<file path="src/rtl/core/cwg_div_cell.sv">
`default_nettype none
// One restoring division step per lane, registered.
module cwg_div_cell #(
  parameter int LANES = 1,
  parameter int NW    = 8,
  parameter int DW    = 4
) (
  input  wire logic                           clk,
  input  wire logic                           rst_n,
  input  wire logic                           en,
  input  wire logic                           valid_i,
  input  wire logic [LANES-1:0][NW-1:0]       num_i,
  input  wire logic [LANES-1:0][NW-1:0]       quo_i,
  input  wire logic [LANES-1:0][DW-1:0]       rem_i,
  input  wire logic [LANES-1:0][DW-1:0]       div_i,
  output logic                                valid_o,
  output logic      [LANES-1:0][NW-1:0]       num_o,
  output logic      [LANES-1:0][NW-1:0]       quo_o,
  output logic      [LANES-1:0][DW-1:0]       rem_o
);

  logic                     valid_r;
  logic [LANES-1:0][NW-1:0] num_r, num_nxt;
  logic [LANES-1:0][NW-1:0] quo_r, quo_nxt;
  logic [LANES-1:0][DW-1:0] rem_r, rem_nxt;

  for (genvar l = 0; l < LANES; l++) begin : g_lane
    logic [DW:0] trial;
    logic [DW:0] diff;
    logic        ge;
    assign trial      = {rem_i[l], num_i[l][NW-1]};
    assign diff       = trial - {1'b0, div_i[l]};
    assign ge         = trial >= {1'b0, div_i[l]};
    assign rem_nxt[l] = ge ? diff[DW-1:0] : trial[DW-1:0];
    assign num_nxt[l] = {num_i[l][NW-2:0], 1'b0};
    assign quo_nxt[l] = {quo_i[l][NW-2:0], ge};
  end

  always_ff @(posedge clk) begin
    if (!rst_n) begin
      valid_r <= 1'b0;
    end else if (en) begin
      valid_r <= valid_i;
    end
  end

  always_ff @(posedge clk) begin
    if (en) begin
      num_r <= num_nxt;
      quo_r <= quo_nxt;
      rem_r <= rem_nxt;
    end
  end

  assign valid_o = valid_r;
  assign num_o   = num_r;
  assign quo_o   = quo_r;
  assign rem_o   = rem_r;

endmodule
`default_nettype wire

</file>
<file path="src/rtl/core/cwg_div_chain.sv">
`default_nettype none
// Row of NW division cells: quotient and remainder come out of the last cell.
module cwg_div_chain #(
  parameter int LANES = 1,
  parameter int NW    = 8,
  parameter int DW    = 4
) (
  input  wire logic                           clk,
  input  wire logic                           rst_n,
  input  wire logic                           en,
  input  wire logic                           valid_i,
  input  wire logic [LANES-1:0][NW-1:0]       num_i,
  input  wire logic [LANES-1:0][DW-1:0]       div_i,
  output logic                                valid_o,
  output logic      [LANES-1:0][NW-1:0]       quo_o,
  output logic      [LANES-1:0][DW-1:0]       rem_o
);

  logic                     v_s   [NW+1];
  logic [LANES-1:0][NW-1:0] num_s [NW+1];
  logic [LANES-1:0][NW-1:0] quo_s [NW+1];
  logic [LANES-1:0][DW-1:0] rem_s [NW+1];

  assign v_s[0]   = valid_i;
  assign num_s[0] = num_i;
  assign quo_s[0] = '0;
  assign rem_s[0] = '0;

  for (genvar i = 0; i < NW; i++) begin : g_cell
    cwg_div_cell #(
      .LANES (LANES),
      .NW    (NW),
      .DW    (DW)
    ) u_cell (
      .clk     (clk),
      .rst_n   (rst_n),
      .en      (en),
      .valid_i (v_s[i]),
      .num_i   (num_s[i]),
      .quo_i   (quo_s[i]),
      .rem_i   (rem_s[i]),
      .div_i   (div_i),
      .valid_o (v_s[i+1]),
      .num_o   (num_s[i+1]),
      .quo_o   (quo_s[i+1]),
      .rem_o   (rem_s[i+1])
    );
  end

  assign valid_o = v_s[NW];
  assign quo_o   = quo_s[NW];
  assign rem_o   = rem_s[NW];

endmodule
`default_nettype wire

</file>
<file path="config.mk">
export PLATFORM = sky130hd
export DESIGN_NAME = cwg_div_chain
export DESIGN_NICKNAME = d
export VERILOG_FILES = /design/src/rtl/core/cwg_div_cell.sv /design/src/rtl/core/cwg_div_chain.sv
export SDC_FILE = /design/constraint.sdc
export NUM_CORES = 1
export LEC_CHECK = 0
export BUFFER_PORTS_ARGS = -buffer_cell sky130_fd_sc_hd__buf_2
export CAP_MARGIN = 20
export CORE_MARGIN = 3
export CORE_UTILIZATION = 52
export CTS_CLUSTER_DIAMETER = 40
export CTS_CLUSTER_SIZE = 10
export DETAILED_ROUTE_END_ITERATION = 6
export GPL_TIMING_DRIVEN = 0
export HOLD_SLACK_MARGIN = 0.05
export PLACE_DENSITY_LB_ADDON = 0.2
export SLEW_MARGIN = 25
export SYNTH_ARGS = -nofsm -noshare
export SYNTH_HDL_FRONTEND = slang
export SYNTH_SLANG_ARGS = --single-unit
</file>
<file path="constraint.sdc">
create_clock -name clk -period 4.4 [get_ports clk]
set_input_delay 0.88 -clock clk [delete_from_list [all_inputs] [get_ports clk]]
set_output_delay 0.88 -clock clk [all_outputs]
set_load 0.02 [all_outputs]
</file>
==> out/qor.txt, run 1 <==
CP max stage cell: ha_1
Seq/Total Area, Yosys: 0.655
Max VDD drop: 0.221 mV
Aggregate global routing overflow: 0
CP delay by family, top: buffers and inverters
Nets: 404
Crit path cell chain: buf_2 -> inv_1 -> ha_1 -> nand4_1 -> nand2_1 -> nor2_4 -> mux2_4
Hold slack: 0.422 ns
Min-Delay Path Depth: 0
Setup CP Type: input pin to register
Total power: 2.33 mW
Top Ports: 29
Max-Cap Viols: 0
Max incr delay on CP: 0.41 ns
Largest net degree at the start of global routing: 65
Most common cell after layout, fill and taps aside: edfxtp_1
Met3 Use GR: 0.0339
Chip Height: 100 um
Post-synth top area cell: edfxtp_1
Post-layout util: 0.610
Yosys reg bits: 104
# Post-CTS Setup Buffers: 0
Rows: 33
Busiest grt layer: met2
Htree depth: 3
Mapped Area: 4640 um^2
Drt drc: 0
Total number of vias: 2448
Min Tclk post-route: 2.54 ns
Die width: 100 um
Worst r2r path cells: 5
Diode count: 0
Critical Path Fanout Max: 9
Worst setup SP type: input pin
Clk slew on worst S/H paths: 0.10 ns
CTS root buffer: clkbuf_8
Netlist cell types: 22
Final Hold Fails: 0
WP data arrival: 2.67 ns
CP Depth: 7
Core area: 8420 um^2
Final antenna-violating net count: 0
Initial Util: 0.551
PostCTS Resize Cnt: 0
Top FF cell, synth: edfxtp_1
CTS tree: yes
Fillers: 668
RSZ-0062 raised after global routing: false
Layout cell share with drive strength beyond 1: 0.191
Post-CTS Hold Buffers: 0
Final setup TNS: 0 ns
F_max: 393 MHz
Final setup fails: 0
Tcrit/Tclk final: 0.578
Synth-to-layout area growth: 10.6%
M2 GR Usage: 0.243
Slew Limit Fails: 0
Commonest non-fill, non-tap cells in the layout: edfxtp_1, ha_1, nor2_1
Num CTS Buffers: 9
GP Congestion: 0.788
Top-area cell type share of the netlist area: 0.621
Dpl hpwl: 4.59 mm
GR Util met1: 0.177
Syn nets: 364
Tightest Hold Check Type: register to register
WL/cell: 14.7 um
Lkg Pwr: 2.00 nW
Number of I/O port buffers: 28
Layout Cell Area excl Fill: 5130 um^2
Final Skew: 0.0132 ns
Vias in the first global route: 2437
First-pass GRT wire length: 11.3 mm
WL final: 6.78 mm
Asr flop ratio synth: 0
Clock Latency Late Sink: 0.37 ns
Vias per inst: 5.31
Total track usage: 0.145
Largest cells by area after synthesis: edfxtp_1, ha_1, mux2i_1
Initial DRC Count: 111
Clk buf depth: 2
Die Area: 10100 um^2
WP buf/inv: 2
Slew margin rel.: 0.706
Synth warnings: 0
Status: complete, no violations
Power per cell area: 454 nW/um^2
Post-synth EDFFs: 96
Syn Area/Cell: 14.9 um^2
Worst path required time: 4.52 ns
Worst-margin pin slew: 0.441 ns
Critical path endpoint category: register
Clk sinks: 104
Cell Area, Placed: 4950 um^2
Drt first pass iters: 4
Initial antenna violation count: 0
Synth Instances: 311
[per-stage QoR]
| step | setup slack (ns) | instances |
|---|---|---|
| 4_1_cts | 1.84 | 461 |
| 6_report | 1.86 | 461 |
| 2_1_floorplan | 2.12 | 311 |
| 3_3_place_gp | 1.12 | 444 |
| 5_1_grt | 1.72 | 461 |
| 3_5_place_dp | 1.44 | 445 |
[kinds of logic (layout without fill, tap and decap cells)]
kind of cell | count (synthesis) | in the layout | share of synthesized area
buffers and inverters | 28 | 73 | 0.0229
adder cells (fa/ha/maj) | 37 | 37 | 0.111
AO/OA/AOI/OAI | 24 | 24 | 0.0331
multiplexers | 29 | 29 | 0.0701
XOR/XNOR | 7 | 7 | 0.0132
AND/OR/NAND/NOR | 82 | 82 | 0.0943
flip-flops | 104 | 104 | 0.655
[worst paths after layout]
check | startpoint | endpoint | slack [ns]
worst max-delay path | div_i[1] | g_cell[3].u_cell.rem_o[2]$_DFFE_PP_ | 1.86
worst min-delay path | g_cell[4].u_cell.quo_o[0]$_DFFE_PP_ | g_cell[5].u_cell.quo_o[1]$_DFFE_PP_ | 0.42
worst max register to register | g_cell[1].u_cell.rem_o[1]$_DFFE_PP_ | g_cell[2].u_cell.rem_o[2]$_DFFE_PP_ | 2.61
worst min register to register | g_cell[4].u_cell.quo_o[0]$_DFFE_PP_ | g_cell[5].u_cell.quo_o[1]$_DFFE_PP_ | 0.42
[state kept, by name, indices dropped and copies added (netlist names)]
name / cells
g_cell.u_cell.num_o: 28
g_cell.u_cell.rem_o: 32
g_cell.u_cell.valid_o: 8
g_cell.u_cell.quo_o: 36
[synthesized netlist by cell type, types with 7 or more instances]
cell type	number
a21oi_1	8
a21oi_2	7
dfxtp_1	8
edfxtp_1	96
fa_1	7
ha_1	30
inv_1	27
mux2_4	7
mux2i_1	22
nand2_1	8
nand2b_1	7
nand4_1	7
nor2_1	29
nor2_4	7
nor2b_1	9
nor3_1	14
o21ai_1	7
xnor2_1	7
[routing by layer]
layer	part of all wire	vias up
li1	-	1215
met1	0.44	1175
met2	0.50	43
met3	0.028	15
met4	0.031	0
met5	0	-
[worst reg2reg max path, stage by stage (launching register included)]
cell,delay (ns)
edfxtp_1,0.41
ha_1,0.35
o21ai_1,0.21
a21oi_2,0.08
nor2_4,0.17
mux2_4,0.32
[area by class of cell]
class,count,area [um^2],area share
well taps,105,131,0.0256
plain buffers,1,5.00,0.000975
clock buffers,9,124,0.0241
multi-input cells,179,1490,0.291
flip-flops and latches,104,3040,0.593
clock inverters,7,62.6,0.0122
inverters,27,101,0.0197
repair buffers,29,174,0.0339
[report_power, final]
part	internal, mW	total (mW)	switching, mW
Clock	0.219	0.558	0.339
Combinational	0.223	0.506	0.283
Sequential	1.23	1.27	0.0381
Power figures use the tool's default switching activity.
==> inputs of run 2 (changes only) <==
--- a/config.mk
+++ b/config.mk
@@ -5,6 +5,7 @@
 export SDC_FILE = /design/constraint.sdc
 export NUM_CORES = 1
 export LEC_CHECK = 0
+export ABC_AREA = 1
 export BUFFER_PORTS_ARGS = -buffer_cell sky130_fd_sc_hd__buf_2
 export CAP_MARGIN = 20
 export CORE_MARGIN = 3
==> constraint.sdc (replaced) <==
create_clock -name clk -period 2.25 [get_ports clk]
set_input_delay 0.45 -clock clk [delete_from_list [all_inputs] [get_ports clk]]
set_output_delay 0.45 -clock clk [all_outputs]
set_load 0.02 [all_outputs]
==> out/qor.txt, run 2 <==
Initial DRC Count: 102 (-8.1%)
First-pass GRT wire length: 12.0 mm (+6.1%)
Origin of the critical flop-to-flop path: g_cell[3].u_cell.rem_o[1]$_DFFE_PP_
Total number of vias: 2751 (+12%)
WL final: 7.02 mm (+3.4%)
Top Ports: 29 (unchanged)
Top post-synthesis cells by count: edfxtp_1, nand2_1, inv_1
# Post-CTS Setup Buffers: 0 (unchanged)
Synth warnings: 0 (unchanged)
RR Endpoint: g_cell[4].u_cell.rem_o[1]$_DFFE_PP_
Dpl hpwl: 4.71 mm (+2.6%)
RSZ-0062 raised after global routing: false
Core area: 8890 um^2 (+5.6%)
Vias per inst: 4.97 (-6.3%)
Initial antenna violation count: 0 (unchanged)
Placed cells: 537 (+21%)
Final setup fails: 0 (unchanged)
Worst-margin pin slew: 0.475 ns (+0.0340 ns)
Drt first pass iters: 4 (unchanged)
Syn Area/Cell: 12.2 um^2 (-18%)
Hold Startpoint: num_i[0]
Tcrit/Tclk final: 0.866
Max incr delay on CP: 0.40 ns (about the same)
Die width: 103 um (+2.3%)
Top FF cell, synth: edfxtp_1
CP max stage cell: ha_1
WP data arrival: 2.05 ns (-0.62 ns)
Reg2Reg Setup Slack: 0.58 ns (-2.03 ns)
Clock Latency Late Sink: 0.36 ns (about the same)
Htree depth: 3 (unchanged)
Final setup TNS: 0 ns (unchanged)
Initial Util: 0.548 (-0.00354)
Number of I/O port buffers: 28 (unchanged)
CTS root buffer: clkbuf_8
Vias in the first global route: 2726 (+12%)
Diode count: 0 (unchanged)
Worst setup SP type: input pin
Post-place setup slack: -0.125 ns (-1.56 ns)
Setup CP Type: input pin to register
Max reg flops: 36 (unchanged)
Lkg Pwr: 2.33 nW (+17%)
Slew margin rel.: 0.683 (-0.0227)
Crit path cell chain: buf_2 -> inv_1 -> ha_1 -> nand2_1 -> nor2_4 -> nor2_4 -> nand2_4 -> nand2_1 -> nand2_1
Post-CTS Hold Buffers: 0 (unchanged)
Layout cell share with drive strength beyond 1: 0.178 (-0.0135)
Slew Limit Fails: 0 (unchanged)
Nets: 493 (+22%)
Chip Height: 103 um (+2.3%)
Min Tclk post-route: 1.95 ns
Largest net degree at the start of global routing: 61 (-6.2%)
Post-synth EDFFs: 96 (unchanged)
Final worst setup slack: 0.302 ns (-1.55 ns)
Die Area: 10600 um^2 (+4.6%)
Worst r2r path cells: 7 (+2)
Post-synth top area cell: edfxtp_1
Rows: 34 (+3.0%)
WL/cell: 12.7 um (-14%)
Count leader, synth: edfxtp_1
Final Hold Fails: 0 (unchanged)
Max-Cap Viols: 0 (unchanged)
Most common cell after layout, fill and taps aside: edfxtp_1
Power per cell area: 908 nW/um^2 (+100%)
Drt drc: 0 (unchanged)
Status: complete, no violations
Min-Delay Endpoint: g_cell[0].u_cell.num_o[1]$_DFFE_PP_
Worst path required time: 2.35 ns (-2.17 ns)
Critical Path Fanout Max: 10 (+1)
Seq/Total Area, Yosys: 0.625 (-0.0305)
Yosys reg bits: 104 (unchanged)
Synth Instances: 400 (+29%)
Max VDD drop: 0.494 mV (+120%)
Mapped Area: 4870 um^2 (+4.9%)
Critical Path Most Common Cell: nand2_1
Clk slew on worst S/H paths: 0.10 ns (about the same)
Final Non-Filler Cells: 553 (+20%)
Final Skew: 0.0122 ns (-0.00104 ns)
Netlist cell types: 17 (-23%)
Asr flop ratio synth: 0 (unchanged)
Clk buf depth: 2 (unchanged)
Largest cells by area after synthesis: edfxtp_1, ha_1, nand2_1
Total track usage: 0.151 (+0.00519)
Critical path endpoint category: register
Clk sinks: 104 (unchanged)
F_max: 513 MHz
Tightest Hold Check Type: input pin to register
GP Congestion: 0.854 (+8.3%)
CTS tree: yes
Final antenna-violating net count: 0 (unchanged)
Aggregate global routing overflow: 0 (unchanged)
Num CTS Buffers: 9 (unchanged)
Min-Delay Path Depth: 1 (+1)
PostCTS Resize Cnt: 0 (unchanged)
Syn nets: 453 (+24%)
Commonest non-fill, non-tap cells in the layout: edfxtp_1, nand2_1, inv_1
Top-area cell type share of the netlist area: 0.592 (-0.0289)
Synth-to-layout area growth: 10.2%
[run 2: cell types whose count changed after synthesis, moves of 10 or more]
cell,delta
nor3_1,-14
mux2i_1,-22
inv_1,+25
nand3_1,+29
nand2_1,+73
nand2_4,+10
[run 2: metal layers]
layer,vias up,GRT usage,share of wire
met3,9,0.0440,0.042
met4,0,0.0618,0.019
li1,1418,-,-
met5,-,0,0
met2,45,0.246,0.49
met1,1279,0.189,0.45
[run 2: cells by family after synthesis]
group | Yosys count | synth area share
fa+ha+maj | 37 | 0.106
simple gates | 183 | 0.199
xor+xnor | 7 | 0.0126
buf+inv | 52 | 0.0401
flops | 104 | 0.625
compound gates | 17 | 0.0175
[run 2: critical path, delay by kind of cell]
| kind | cells | cell delay (ns) |
|---|---|---|
| adder cells (fa/ha/maj) | 1 | 0.40 |
| buffers and inverters | 2 | 0.65 |
| AND/OR/NAND/NOR | 6 | 0.54 |
[run 2: worst max path at each step]
stage | start | to | slack, ns | depth (start not counted)
floorplan | div_i[2] | g_cell[3].u_cell.rem_o[2]$_DFFE_PP_ | 0.58 | 8
detailed placement | div_i[1] | g_cell[7].u_cell.rem_o[2]$_DFFE_PP_ | -0.12 | 9
global placement | en | g_cell[6].u_cell.valid_o$_SDFFE_PN0P_ | -0.68 | 4
global route | div_i[1] | g_cell[4].u_cell.rem_o[2]$_DFFE_PP_ | 0.12 | 9
finish | div_i[1] | g_cell[4].u_cell.rem_o[1]$_DFFE_PP_ | 0.30 | 9
CTS | div_i[1] | g_cell[7].u_cell.rem_o[2]$_DFFE_PP_ | 0.27 | 9
[run 2: stage by stage]
step	util	cell area (um^2)	power [mW]	hold WS, ns
floorplan	-	4870	3.54	0.400
global placement	0.579	5140	3.78	0.401
detailed placement	0.582	5180	3.83	0.405
CTS	0.604	5370	4.94	0.226
global route	0.604	5370	5.21	0.224
finish	0.604	5370	4.87	0.259
[run 2: layout make-up]
type,count,area [um^2]
sequential,104,3040
timing repair buffer,29,174
multi-input combinational,244,1630
clock buffer,11,153
clock inverter,5,36.3
inverter,52,195
tap,108,135
fill,726,3520
[run 2: power by group]
| part | total (mW) | internal (mW) | leakage [nW] | switching (mW) |
|---|---|---|---|---|
| Clock | 1.09 | 0.479 | 0.100 | 0.612 |
| Sequential | 2.54 | 2.45 | 0.997 | 0.0911 |
| Combinational | 1.24 | 0.489 | 1.23 | 0.754 |
==> inputs of run 3 (changes only) <==
--- a/config.mk
+++ b/config.mk
@@ -19,4 +19,5 @@
 export SLEW_MARGIN = 25
 export SYNTH_ARGS = -nofsm -noshare
 export SYNTH_HDL_FRONTEND = slang
+export SYNTH_HIERARCHICAL = 1
 export SYNTH_SLANG_ARGS = --single-unit
==> out/qor.txt, run 3 <==
CTS root buffer: clkbuf_8
Num CTS Buffers: 9 (unchanged)
WP buf/inv: 2 (unchanged)
Net Switching: 1.67 mW (+14%)
Aggregate global routing overflow: 0 (unchanged)
Tightest Hold Check Type: input pin to register
Clk buf depth: 2 (unchanged)
Rows: 35 (+2.9%)
Layout Cell Area excl Fill: 5710 um^2 (+6.4%)
Multi-input logic area: 1840 um^2 (+13%)
Clk sinks: 104 (unchanged)
Final antenna-violating net count: 0 (unchanged)
Core area: 9420 um^2 (+5.9%)
Crit path cell chain: buf_2 -> inv_1 -> ha_1 -> nand2_1 -> nor2_4 -> nor2_4 -> nand2_4 -> nand2_1 -> nand2_1
Max VDD drop: 0.384 mV (-22%)
Final Hold Fails: 0 (unchanged)
Total track usage: 0.153 (+0.00269)
# Post-CTS Setup Buffers: 0 (unchanged)
Post-layout util: 0.607 (+0.00280)
WL/cell: 12.5 um (-1.4%)
Vias per inst: 4.82 (-3.1%)
Worst-margin pin slew: 0.546 ns (+0.0710 ns)
PostCTS Resize Cnt: 0 (unchanged)
Max reg flops: 36 (unchanged)
CP delay by family, top: buffers and inverters
Initial DRC Count: 139 (+36%)
Switching part of the total: 0.316 (+0.0167)
Synth Instances: 441 (+10%)
Sequential Power Share: 0.493 (-0.028)
Htree depth: 3 (unchanged)
Worst r2r path cells: 7 (unchanged)
Nets: 544 (+10%)
Setup CP Type: input pin to register
Clock Power Share: 0.219 (-0.005)
Worst setup SP type: input pin
First-pass GRT wire length: 13.5 mm (+13%)
Final Skew: 0.00706 ns (-0.00513 ns)
Slew Limit Fails: 0 (unchanged)
Slew margin rel.: 0.636 (-0.0470)
Cell internal pwr: 3.61 mW (+5.8%)
Hold Startpoint: num_i[1]
Diode count: 0 (unchanged)
Post-place setup slack: 0.0779 ns (+0.203 ns)
Drt first pass iters: 5 (+1)
Seq. cell area: 3040 um^2 (unchanged)
Total number of vias: 2997 (+8.9%)
Cell Area, Placed: 5520 um^2 (+6.5%)
Clk slew on worst S/H paths: 0.10 ns (about the same)
Most common cell after layout, fill and taps aside: edfxtp_1
CTS tree: yes
Dpl hpwl: 5.29 mm (+12%)
Status: complete, no violations
Top Ports: 29 (unchanged)
RR Endpoint: g_cell[2].u_cell/rem_o[2]$_DFFE_PP_
CP Depth: 9 (unchanged)
Mapped Area: 5150 um^2 (+5.8%)
Max incr delay on CP: 0.44 ns (+0.04 ns)
CP max stage cell: buf_2
Final setup fails: 0 (unchanged)
Min-Delay Path Depth: 1 (unchanged)
WL final: 7.78 mm (+11%)
Min Tclk post-route: 1.78 ns (-0.168 ns)
Initial antenna violation count: 0 (unchanged)
Synth-to-layout area growth: 10.8%
Initial Util: 0.547 (about the same)
Worst path required time: 2.37 ns (+0.02 ns)
Die Area: 11100 um^2 (+5.5%)
Critical Path Most Common Cell: nand2_1
WP data arrival: 1.90 ns (-0.15 ns)
Synth warnings: 6 (+6)
Critical path endpoint category: register
Vias in the first global route: 2985 (+9.5%)
Comb pwr share: 0.288 (+0.033)
Chip Height: 106 um (+2.7%)
Final worst setup slack: 0.471 ns (+0.168 ns)
Number of I/O port buffers: 28 (unchanged)
Drt drc: 0 (unchanged)
Origin of the critical flop-to-flop path: g_cell[1].u_cell/rem_o[1]$_DFFE_PP_
Min-Delay Endpoint: g_cell[0].u_cell/num_o[2]$_DFFE_PP_
Syn Area/Cell: 11.7 um^2 (-4.0%)
Lkg Pwr: 2.51 nW (+8.0%)
Commonest non-fill, non-tap cells in the layout: edfxtp_1, nand2_1, inv_1
F_max: 562 MHz (+9.5%)
Power per cell area: 925 nW/um^2 (+1.8%)
RSZ-0062 raised after global routing: false
Die width: 106 um (+2.7%)
Tcrit/Tclk final: 0.791 (-0.0749)
GP Congestion: 0.825 (-3.4%)
Reg2Reg Setup Slack: 0.64 ns (+0.06 ns)
Post-CTS Hold Buffers: 0 (unchanged)
Max-Cap Viols: 0 (unchanged)
Largest net degree at the start of global routing: 59 (-3.3%)
Critical Path Fanout Max: 16 (+6)
Layout cell share with drive strength beyond 1: 0.201 (+0.0233)
Fillers: 755 (+4.0%)
Clock Latency Late Sink: 0.36 ns (about the same)
## run 3: routing by layer
metal / GRT usage / part of all wire / vias to the layer above / wire, um
li1: - / - / 1527 / -
met1: 0.197 / 0.44 / 1403 / 3450
met2: 0.258 / 0.51 / 55 / 3940
met3: 0.0318 / 0.034 / 12 / 263
met4: 0.0555 / 0.017 / 0 / 130
met5: 0 / 0 / - / 0
## run 3: worst max path at each step
stage	start	to
after global placement	en	g_cell[0].u_cell/valid_o$_SDFFE_PN0P_
final	div_i[1]	g_cell[7].u_cell/rem_o[2]$_DFFE_PP_
after CTS	div_i[1]	g_cell[7].u_cell/rem_o[2]$_DFFE_PP_
after global routing	div_i[1]	g_cell[7].u_cell/rem_o[2]$_DFFE_PP_
after detailed placement	div_i[1]	g_cell[7].u_cell/rem_o[2]$_DFFE_PP_
after floorplan	div_i[2]	g_cell[1].u_cell/rem_o[2]$_DFFE_PP_
## run 3: per-stage QoR
stage / total power [mW] / hold slack [ns] / instances / setup TNS, ns
global route: 5.65 / 0.227 / 622 / 0
global placement: 4.10 / 0.401 / 605 / -31.70
CTS: 5.34 / 0.239 / 622 / 0
detailed placement: 4.17 / 0.405 / 606 / 0
floorplan: 3.83 / 0.400 / 448 / 0
finish: 5.28 / 0.258 / 622 / 0
## run 3: layout make-up
type                       count  share of cell area
clock buffer                  10              0.0223
multi-input combinational    264               0.322
timing repair buffer          29              0.0305
sequential                   104               0.533
inverter                      80              0.0526
clock inverter                 6              0.0118
tap                          129              0.0283
## run 3: worst register-to-register path, delay by kind of cell (launching register included)
kind | cells | cell delay (ns)
AOI/OAI and AO/OA | 1 | 0.19
adders and majority gates | 1 | 0.36
DFF | 1 | 0.42
and+or+nand+nor | 5 | 0.41
## run 3: power groups by stage
stage	Clock [mW]	Sequential, mW	Combinational [mW]
CTS	1.20	2.61	1.54
finish	1.16	2.60	1.52
global placement	0	2.65	1.46
detailed placement	0	2.65	1.52
floorplan	0	2.67	1.16
global route	1.28	2.63	1.74
